===== config.mk =====
export PLATFORM = sky130hd
export DESIGN_NAME = adjacency_matrix_graph_store
export DESIGN_NICKNAME = d
export VERILOG_FILES = /design/src/amgs_pkg.sv /design/src/adjacency_matrix_graph_store.sv /design/src/amgs_front.sv /design/src/amgs_queue.sv /design/src/amgs_back.sv
export SDC_FILE = /design/constraint.sdc
export NUM_CORES = 1
export LEC_CHECK = 0
export ABC_AREA = 1
export BUFFER_PORTS_ARGS = -buffer_cell sky130_fd_sc_hd__buf_2
export CAP_MARGIN = 20
export CORE_AREA = 2 2 180 182
export DETAILED_ROUTE_END_ITERATION = 12
export DIE_AREA = 0 0 182 184
export GPL_TIMING_DRIVEN = 0
export HOLD_SLACK_MARGIN = 0.06
export SKIP_CTS_REPAIR_TIMING = 1
export SLEW_MARGIN = 20
export SYNTH_ARGS = -nofsm -noshare
export SYNTH_HDL_FRONTEND = slang
export SYNTH_HIERARCHICAL = 1
export SYNTH_SLANG_ARGS = --single-unit

===== constraint.sdc =====
create_clock -name clock -period 2.63 [get_ports clock]
set_input_delay 0.3945 -clock clock [delete_from_list [all_inputs] [get_ports clock]]
set_output_delay 0.3945 -clock clock [all_outputs]
set_load 0.01 [all_outputs]

===== src/amgs_pkg.sv =====
// Shared types and constants for the adjacency matrix graph store.
// Used by the front end, the command queue, the back end and the top level.
package amgs_pkg;

   localparam int VERTEX_WIDTH = 4;
   localparam int MAX_ROWS     = 2 ** VERTEX_WIDTH;
   localparam int EXT_WIDTH    = 7;
   localparam int QUEUE_DEPTH  = 2;
   localparam int QCOUNT_WIDTH = $clog2(QUEUE_DEPTH + 1);

   localparam logic [1:0] OP_ADD   = 2'd0;
   localparam logic [1:0] OP_QUERY = 2'd1;
   localparam logic [1:0] OP_LIST  = 2'd2;

   typedef struct packed {
      logic [1:0]              kind;
      logic [VERTEX_WIDTH-1:0] a;
      logic [VERTEX_WIDTH-1:0] b;
      logic                    a_ok;
      logic                    b_ok;
   } cmd_type;

endpackage


===== src/adjacency_matrix_graph_store.sv =====
// Top level of the adjacency matrix graph store: front end, queue, back end.
// Depends on amgs_pkg, amgs_front, amgs_queue and amgs_back.
//
//   channel  direction  handshake          payload
//   req      in         req_valid/stall    op, vertex_a, vertex_b
//   rsp      out        rsp_valid/stall    is_adjacent, neighbor, found, last
//
// Add edge gives no result word; query gives one result word.
// Listing loads the row, then gives one result word per set bit (at least
// one word, for an empty row), set by the back-end row scan.
// Reset clears the matrix in the same cycle; no clearing pass.
// The two-entry queue keeps intake open while the back end scans or rsp stalls.
module adjacency_matrix_graph_store #(
   parameter int VERTICES = 16
) (
   input  logic                              clock,
   input  logic                              reset,
   input  logic                              req_valid,
   output logic                              req_stall,
   input  logic [1:0]                        req_op,
   input  logic [amgs_pkg::VERTEX_WIDTH-1:0] req_vertex_a,
   input  logic [amgs_pkg::VERTEX_WIDTH-1:0] req_vertex_b,
   output logic                              rsp_valid,
   input  logic                              rsp_stall,
   output logic                              rsp_is_adjacent,
   output logic [amgs_pkg::VERTEX_WIDTH-1:0] rsp_neighbor,
   output logic                              rsp_found,
   output logic                              rsp_last
);

   amgs_pkg::cmd_type push_cmd, head_cmd;
   logic push, full, pop, not_empty;

   amgs_front #(.VERTICES(VERTICES)) u_front (
      .req_valid    (req_valid),
      .req_stall    (req_stall),
      .req_op       (req_op),
      .req_vertex_a (req_vertex_a),
      .req_vertex_b (req_vertex_b),
      .queue_full   (full),
      .push         (push),
      .cmd          (push_cmd)
   );

   amgs_queue u_queue (
      .clock     (clock),
      .reset     (reset),
      .push      (push),
      .push_cmd  (push_cmd),
      .full      (full),
      .pop       (pop),
      .not_empty (not_empty),
      .head_cmd  (head_cmd)
   );

   amgs_back #(.VERTICES(VERTICES)) u_back (
      .clock           (clock),
      .reset           (reset),
      .cmd_valid       (not_empty),
      .cmd             (head_cmd),
      .cmd_pop         (pop),
      .rsp_valid       (rsp_valid),
      .rsp_stall       (rsp_stall),
      .rsp_is_adjacent (rsp_is_adjacent),
      .rsp_neighbor    (rsp_neighbor),
      .rsp_found       (rsp_found),
      .rsp_last        (rsp_last)
   );

endmodule


===== src/amgs_front.sv =====
// Front end: takes request words, checks vertex range and drops unused ops.
// Depends on amgs_pkg.
module amgs_front #(
   parameter int VERTICES = 16
) (
   input  logic                              req_valid,
   output logic                              req_stall,
   input  logic [1:0]                        req_op,
   input  logic [amgs_pkg::VERTEX_WIDTH-1:0] req_vertex_a,
   input  logic [amgs_pkg::VERTEX_WIDTH-1:0] req_vertex_b,
   input  logic                              queue_full,
   output logic                              push,
   output amgs_pkg::cmd_type                 cmd
);

   localparam logic [amgs_pkg::EXT_WIDTH-1:0] VCOUNT = amgs_pkg::EXT_WIDTH'(VERTICES);

   logic known_op;
   logic [amgs_pkg::EXT_WIDTH-1:0] a_ext;
   logic [amgs_pkg::EXT_WIDTH-1:0] b_ext;

   always_comb begin
      a_ext = amgs_pkg::EXT_WIDTH'(req_vertex_a);
      b_ext = amgs_pkg::EXT_WIDTH'(req_vertex_b);
      known_op = (req_op == amgs_pkg::OP_ADD) || (req_op == amgs_pkg::OP_QUERY) ||
                 (req_op == amgs_pkg::OP_LIST);
      cmd.kind = req_op;
      cmd.a    = req_vertex_a;
      cmd.b    = req_vertex_b;
      cmd.a_ok = a_ext < VCOUNT;
      cmd.b_ok = b_ext < VCOUNT;
   end

   assign req_stall = queue_full;
   assign push      = req_valid && !queue_full && known_op;

endmodule


===== src/amgs_queue.sv =====
// Short command queue between the front end and the back end.
// Depends on amgs_pkg for the command type and depth.
module amgs_queue (
   input  logic              clock,
   input  logic              reset,
   input  logic              push,
   input  amgs_pkg::cmd_type push_cmd,
   output logic              full,
   input  logic              pop,
   output logic              not_empty,
   output amgs_pkg::cmd_type head_cmd
);

   amgs_pkg::cmd_type slots_ff [amgs_pkg::QUEUE_DEPTH];
   logic [amgs_pkg::QCOUNT_WIDTH-1:0] count_ff, count_in;
   logic [$clog2(amgs_pkg::QUEUE_DEPTH)-1:0] rd_ptr_ff, rd_ptr_in, wr_ptr_ff, wr_ptr_in;

   logic do_push, do_pop;

   always_comb begin
      full      = count_ff == amgs_pkg::QCOUNT_WIDTH'(amgs_pkg::QUEUE_DEPTH);
      not_empty = count_ff != '0;
      head_cmd  = slots_ff[rd_ptr_ff];
      do_push   = push && !full;
      do_pop    = pop && not_empty;
      rd_ptr_in = do_pop  ? rd_ptr_ff + 1'b1 : rd_ptr_ff;
      wr_ptr_in = do_push ? wr_ptr_ff + 1'b1 : wr_ptr_ff;
      count_in  = count_ff + amgs_pkg::QCOUNT_WIDTH'(do_push)
                  - amgs_pkg::QCOUNT_WIDTH'(do_pop);
   end

   always_ff @(posedge clock) begin
      if (reset) begin
         count_ff  <= '0;
         rd_ptr_ff <= '0;
         wr_ptr_ff <= '0;
      end else begin
         count_ff  <= count_in;
         rd_ptr_ff <= rd_ptr_in;
         wr_ptr_ff <= wr_ptr_in;
      end
   end

   always_ff @(posedge clock) begin
      if (do_push) begin
         slots_ff[wr_ptr_ff] <= push_cmd;
      end
   end

endmodule


===== src/amgs_back.sv =====
// Back end: holds the adjacency bit matrix, executes commands, scans rows.
// Depends on amgs_pkg; fed by amgs_queue.
module amgs_back #(
   parameter int VERTICES = 16
) (
   input  logic                              clock,
   input  logic                              reset,
   input  logic                              cmd_valid,
   input  amgs_pkg::cmd_type                 cmd,
   output logic                              cmd_pop,
   output logic                              rsp_valid,
   input  logic                              rsp_stall,
   output logic                              rsp_is_adjacent,
   output logic [amgs_pkg::VERTEX_WIDTH-1:0] rsp_neighbor,
   output logic                              rsp_found,
   output logic                              rsp_last
);

   localparam int ROWS = (VERTICES < amgs_pkg::MAX_ROWS) ? VERTICES : amgs_pkg::MAX_ROWS;
   localparam int RIDX = $clog2(ROWS);

   localparam logic ST_IDLE = 1'b0;
   localparam logic ST_LIST = 1'b1;

   logic [ROWS-1:0] rows_ff [ROWS];
   logic [ROWS-1:0] rows_in [ROWS];
   logic [ROWS-1:0] rem_ff, rem_in;
   logic state_ff, state_in;

   logic rsp_valid_ff, rsp_valid_in;
   logic adj_ff, adj_in;
   logic [amgs_pkg::VERTEX_WIDTH-1:0] nb_ff, nb_in;
   logic found_ff, found_in;
   logic last_ff, last_in;

   logic [RIDX-1:0] a_idx, b_idx;
   logic [ROWS-1:0] row_a, low_bit, rest;
   logic [amgs_pkg::VERTEX_WIDTH-1:0] low_index;
   logic out_free, add_en;

   always_comb begin
      a_idx   = cmd.a[RIDX-1:0];
      b_idx   = cmd.b[RIDX-1:0];
      row_a   = rows_ff[a_idx];
      low_bit = rem_ff & (~rem_ff + 1'b1);
      rest    = rem_ff & ~low_bit;
      low_index = '0;
      for (int j = 0; j < ROWS; j++) begin
         if (low_bit[j]) begin
            low_index = low_index | amgs_pkg::VERTEX_WIDTH'(j);
         end
      end
   end

   always_comb begin
      out_free     = !rsp_valid_ff || !rsp_stall;
      rsp_valid_in = rsp_valid_ff && rsp_stall;
      adj_in       = adj_ff;
      nb_in        = nb_ff;
      found_in     = found_ff;
      last_in      = last_ff;
      rem_in       = rem_ff;
      state_in     = state_ff;
      cmd_pop      = 1'b0;
      add_en       = 1'b0;
      unique case (state_ff)
         ST_IDLE: begin
            if (cmd_valid) begin
               unique case (cmd.kind)
                  amgs_pkg::OP_ADD: begin
                     cmd_pop = 1'b1;
                     add_en  = cmd.a_ok && cmd.b_ok;
                  end
                  amgs_pkg::OP_QUERY: begin
                     if (out_free) begin
                        cmd_pop      = 1'b1;
                        rsp_valid_in = 1'b1;
                        adj_in       = cmd.a_ok && cmd.b_ok && row_a[b_idx];
                        nb_in        = '0;
                        found_in     = 1'b0;
                        last_in      = 1'b1;
                     end
                  end
                  amgs_pkg::OP_LIST: begin
                     cmd_pop  = 1'b1;
                     rem_in   = cmd.a_ok ? row_a : '0;
                     state_in = ST_LIST;
                  end
                  default: begin
                     cmd_pop = 1'b1;
                  end
               endcase
            end
         end
         ST_LIST: begin
            if (out_free) begin
               rsp_valid_in = 1'b1;
               adj_in       = 1'b0;
               if (rem_ff == '0) begin
                  nb_in    = '0;
                  found_in = 1'b0;
                  last_in  = 1'b1;
                  state_in = ST_IDLE;
               end else begin
                  nb_in    = low_index;
                  found_in = 1'b1;
                  last_in  = rest == '0;
                  rem_in   = rest;
                  if (rest == '0) begin
                     state_in = ST_IDLE;
                  end
               end
            end
         end
      endcase
   end

   always_comb begin
      for (int r = 0; r < ROWS; r++) begin
         rows_in[r] = rows_ff[r];
      end
      if (add_en) begin
         rows_in[a_idx][b_idx] = 1'b1;
         rows_in[b_idx][a_idx] = 1'b1;
      end
   end

   always_ff @(posedge clock) begin
      if (reset) begin
         state_ff     <= ST_IDLE;
         rsp_valid_ff <= 1'b0;
         for (int r = 0; r < ROWS; r++) begin
            rows_ff[r] <= '0;
         end
      end else begin
         state_ff     <= state_in;
         rsp_valid_ff <= rsp_valid_in;
         for (int r = 0; r < ROWS; r++) begin
            rows_ff[r] <= rows_in[r];
         end
      end
   end

   always_ff @(posedge clock) begin
      rem_ff   <= rem_in;
      adj_ff   <= adj_in;
      nb_ff    <= nb_in;
      found_ff <= found_in;
      last_ff  <= last_in;
   end

   assign rsp_valid       = rsp_valid_ff;
   assign rsp_is_adjacent = adj_ff;
   assign rsp_neighbor    = nb_ff;
   assign rsp_found       = found_ff;
   assign rsp_last        = last_ff;

endmodule


Word-level counts from Yosys, hierarchy flattened
Memories as Yosys holds them, arrays and structs flattened. A register that Yosys moved wholly into a read port is not among the register bits.
Cells that the tools add are included.

storage, ports and cells
  register bits after elaboration = 29
  word-level logic and storage cells = 179
  memories = 2
  output and inout port bits = 9
  memory bits (writable) = 276
  input port bits = 14

cells by class
  magnitude comparators = 8
  reductions and logical operators = 24
  equal/unequal tests = 11
  multiplexer cells = 94
  bitwise operators = 25
  add/sub/neg operators = 5

memory list
  memory            depth  width  read ports  clocked after memory_dff  wr ports  line              RTL
  u_back.rows_ff    16     16     17          0                         16        amgs_back.sv:25   logic [ROWS-1:0] rows_ff [ROWS];
  u_queue.slots_ff  2      10     1           1                         1         amgs_queue.sv:14  amgs_pkg::cmd_type slots_ff [amgs_pkg::QUEUE_DEPTH];

operators with widths
  kind                                                               count
  bitwise OR 256 bit                                                 2
  two-way mux 16 bit                                                 23
  two-way mux 256 bit                                                1
  demux 16 bit (select 4 bit)                                        2
  two-way mux 4 bit                                                  13
  two-way mux 1 bit                                                  39
  bitwise AND 16 bit                                                 2
  logical NOT 16 bit                                                 2
  NOT 16 bit                                                         2
  one-hot mux 16 bit (2 select lines)                                1
  adder 16 x 1 -> 16 bit, second input constant                      1
  bitwise OR 1 bit                                                   16
  two-way mux 3 bit                                                  4
  greater-or-equal comparator 5 bit, second input constant           2
  logical AND 1 bit                                                  10
  less-than comparator 4 x 5 -> 1 bit, second input constant         2
  less-than comparator 5 x 1 -> 1 bit, second input constant         2
  inequality test 2 bit, second input constant                       5
  NOT 4 -> 5 bit                                                     2
  one-hot mux 1 bit (2 select lines)                                 5
  demux 1 bit (select 4 bit)                                         2
  greater-or-equal comparator 4 x 1 -> 1 bit, second input constant  2
  one-hot mux 4 bit (2 select lines)                                 1
  AND reduction 4 bit                                                2
  other kinds (14)                                                   24

Longest topological paths before layout
  word-level depth = 21
  mapped depth = 18
  gate-level depth less buffers = 16

Cells and area by module
Netlist, hierarchy kept.

modules (own cells, without submodules)
  module      instances  cells an instance  area an instance (µm²)  sequential area each (µm²)
  amgs_back   1          2065               13706.9                 5855.6
  amgs_queue  1          76                 1156.1                  820.8
  amgs_front  1          19                 120.1                   0.0

Worst setup path before layout
No wires, ideal clock.

  path type = reg-to-reg
  start point = reg (tool-made name)
  end point = reg u_back.rem_ff[0] (enable)
  buffers on the path = 1
  data required time = 2236 ps
  path slack = 330 ps
  period minus slack after synthesis = 2300 ps
  setup time = 394 ps
  stages on the path, launching flop included = 6
  arrival time = 1905 ps
  cells stage by stage = dfxtp_1 buf_6 mux2_4 nor2_1 nand2_1 a21oi_1

RTL lines
  what                    line              RTL
  end signal: assignment  amgs_back.sv:145  rem_ff <= rem_in;
  end: declaration        amgs_back.sv:27   logic [ROWS-1:0] rem_ff, rem_in;

==> impl_metrics.py <==
metrics = {
    "outcome": {
        "outcome": "complete, but fails checks",
        "violations": "setup timing",
    },
    "sta": {
        "max_freq_mhz": 367.1,
        "hold_violations": 0,
        "worst_pin_slew_ns": 1.183,
        "max_slew_margin": 0.2114,
        "setup_slack_ns": -0.09376,
        "report.final.setup_viol": 1,
        "rsz0062_at_grt": "yes",
        "skew_ns": 0.01085,
        "drv_slew": 0,
        "period_needed_ns": 2.724,
        "finalCritPeriodShare": 1.036,
    },
    "worst_setup_path": {
        "crit_type": "flip-flop to flip-flop",
        "crit_arrival_ns": 3.09,
        "path_buf_inv": 2,
        "start_kind": "flip-flop",
        "cpMostUsedCell": "nand2_1",
        "crit_family": "simple AND/OR/NAND/NOR gates",
        "path_max_fanout": 10,
        "worstSetupEndpointType": "flip-flop",
        "slowest_stage": "buf_2",
        "crit_chain": "buf_6, mux2_4, nor2_4, buf_2, nand2_1, nand2_1, nor2_2, nor2_1, nor2_1, nand2_1, nand2_1, nand2_1, nor2_2, nor2_1",
        "critical_path_required_ns": 3.00,
        "critPathMaxStageDelay_ns": 0.43,
        "rrSetupSlack_ns": -0.09,
    },
    "pwr": {
        "switching_share": 0.3733,
        "internal-power_w": 0.008992,
        "powerDensity_nw_per_um2": 836.0,
        "ir_drop_v": 0.0005152,
        "p_leak_nw": 6.452,
        "pwr-share-comb": 0.300,
        "p_sw_w": 0.005355,
        "power_frac_clock": 0.339,
        "total_power_w": 0.01435,
        "seqPwrFrac": 0.362,
    },
    "logic_synthesis": {
        "avgSynthCellArea_um2": 6.937,
        "ys_warn_count": 6,
        "syn_inst": 2160,
        "synth_seq_cells": 310,
        "synth-main-ff-cell": "dfxtp_1",
        "post_synth_num_cell_types": 33,
        "synth_area_um2": 14980,
        "async_reset_ff_frac": 0,
        "synth-edff-count": 47,
        "yosysSeqAreaShare": 0.4456,
    },
    "cts": {
        "cts_sinks": 310,
        "cts_max_level": 2,
        "worst_skew_pair.late_latency_ns": 0.52,
        "clockBufferDepth": 3,
        "clkTransAtPathRegs_ns": 0.05,
        "cts_tree": "built",
        "numCtsBuffers": 37,
        "cts_root_buf": "clkbuf_16",
    },
    "routing": {
        "drt_wl_total_mm": 60.18,
        "drt-vias-per-instance": 5.650,
        "drtPass1Iterations": 7,
        "drt_iter0_markers": 1966,
        "route.detailed.drc": 0,
        "drt.antenna.violating_nets": 0,
        "num_vias": 15040,
        "wire_per_inst_um": 22.62,
    },
    "die": {
        "die-area_um2": 33490,
        "row_count": 65,
        "die_x_um": 182,
        "die_h_um": 184,
        "io-pin-count": 23,
        "core_um2": 31390,
        "initial_core_util": 0.4773,
    },
    "cells_and_area": {
        "final_common_cell": "nand2_1",
        "mostFrequentLayoutCells": "nand2_1 (584), inv_1 (306), dfxtp_1 (262)",
        "nFillCells": 3154,
        "nets": 2249,
        "drive_above_1_share": 0.1231,
        "areaGrowthSynthToFinish_pct": 14.55,
        "diodes": 0,
    },
    "global_route": {
        "antenna_found_initial": 0,
        "grt_use_total": 0.3580,
        "grt_overflow": 0,
        "grt_pass1_wl_mm": 87.76,
        "grt_pass1_vias": 14010,
        "grt_max_degree": 13,
    },
    "placement": {
        "dpl.hpwl_mm": 42.43,
        "io_buffers": 14,
        "place_ws_ns": -0.5334,
        "gp_congestion": 1.035,
    },
    "job": {
        "max_cap_violations": 0,
    },
    "worst_hold_path": {
        "hold_path.class": "input pin to flip-flop",
    },
}
==> synthesized netlist by cell type, types with 3 or more instances <==
cell | n | area share
nand2_1 | 596 | 0.15
inv_1 | 314 | 0.079
dfxtp_1 | 263 | 0.35
a21oi_1 | 253 | 0.085
nor2_1 | 220 | 0.055
o21ai_0 | 97 | 0.032
o22ai_1 | 77 | 0.032
o21ai_1 | 62 | 0.021
clkbuf_1 | 47 | 0.012
edfxtp_1 | 47 | 0.094
buf_2 | 30 | 0.010
buf_6 | 28 | 0.021
buf_4 | 18 | 0.0090
nand3_1 | 18 | 0.0060
a31oi_1 | 16 | 0.0067
inv_2 | 15 | 0.0038
buf_1 | 14 | 0.0035
mux2_4 | 10 | 0.010
nor2_2 | 10 | 0.0042
nor2_4 | 4 | 0.0030
o22ai_2 | 4 | 0.0033
nand4_1 | 3 | 0.0013
==> state kept, by name, indices dropped and copies added (netlist names), 2 cells and up, named ones only <==
name,cells
u_back/rows_ff,256
u_queue/count_ff,2
u_back/rem_ff,16
u_queue/slots_ff,24
u_back/rsp_neighbor,4
==> power groups by stage <==
stage	Combinational (W)	Clock, W	Sequential [W]
finish	0.00430	0.00486	0.00519
floorplan	0.00225	0	0.00528
CTS	0.00389	0.00491	0.00519
detailed placement	0.00387	0	0.00529
global route	0.00442	0.00513	0.00521
global placement	0.00384	0	0.00528
==> worst paths after layout <==
| check | to | from | cells past startpoint |
|---|---|---|---|
| setup / recovery | u_back/rsp_is_adjacent | flip-flop | 14 |
| hold / removal | u_queue/slots_ff[0][8] | req_vertex_a[2] | 1 |
| setup reg to reg | u_back/rsp_is_adjacent | flip-flop | 14 |
| hold reg to reg | u_back/rows_ff[14][2] | u_back/rows_ff[14][2] | 2 |
==> cells by family after synthesis <==
kind of cell,after synthesis,share of synthesized area
AOI/OAI and AO/OA,511,0.1809
muxes,12,0.01152
other,1,0.0002503
and+or+nand+nor,857,0.2220
buffers and inverters,467,0.1380
adders and majority gates,2,0.001670
DFF,310,0.4456
==> layout make-up <==
class,count,area (µm²),area share
clock inverters,12,83.83,0.004884
clock buffers,53,1046,0.06095
flip-flops and latches,310,6680,0.3892
well taps,402,503.0,0.02931
inverters,330,1249,0.07276
repair buffers,33,234.0,0.01363
multi-input cells,1384,6400,0.3729
plain buffers,137,967.2,0.05635
==> through the flow <==
step / TNS (ns) / area (µm²) / hold slack [ns] / utilization / std cells
after floorplan: 0 / 14990 / 0.4300 / - / 2161
after global placement: -25.40 / 15560 / 0.4362 / 0.4957 / 2577
after detailed placement: -24.55 / 15570 / 0.4401 / 0.4961 / 2578
after CTS: -30.01 / 16700 / 0.05534 / 0.5321 / 2643
after global routing: -0.1829 / 17160 / 0.06168 / 0.5467 / 2661
final: -0.09376 / 17160 / 0.06889 / 0.5467 / 2661
==> per-layer routing <==
metal | global-route usage | vias up | routed length, µm
li1 | - | 6960 | -
met2 | 0.5539 | 858 | 25750
met1 | 0.4668 | 7024 | 24390
met3 | 0.08043 | 193 | 6607
met5 | 0.007407 | - | 0
met4 | 0.1910 | 0 | 3430
(Power assumes the default switching activity.)
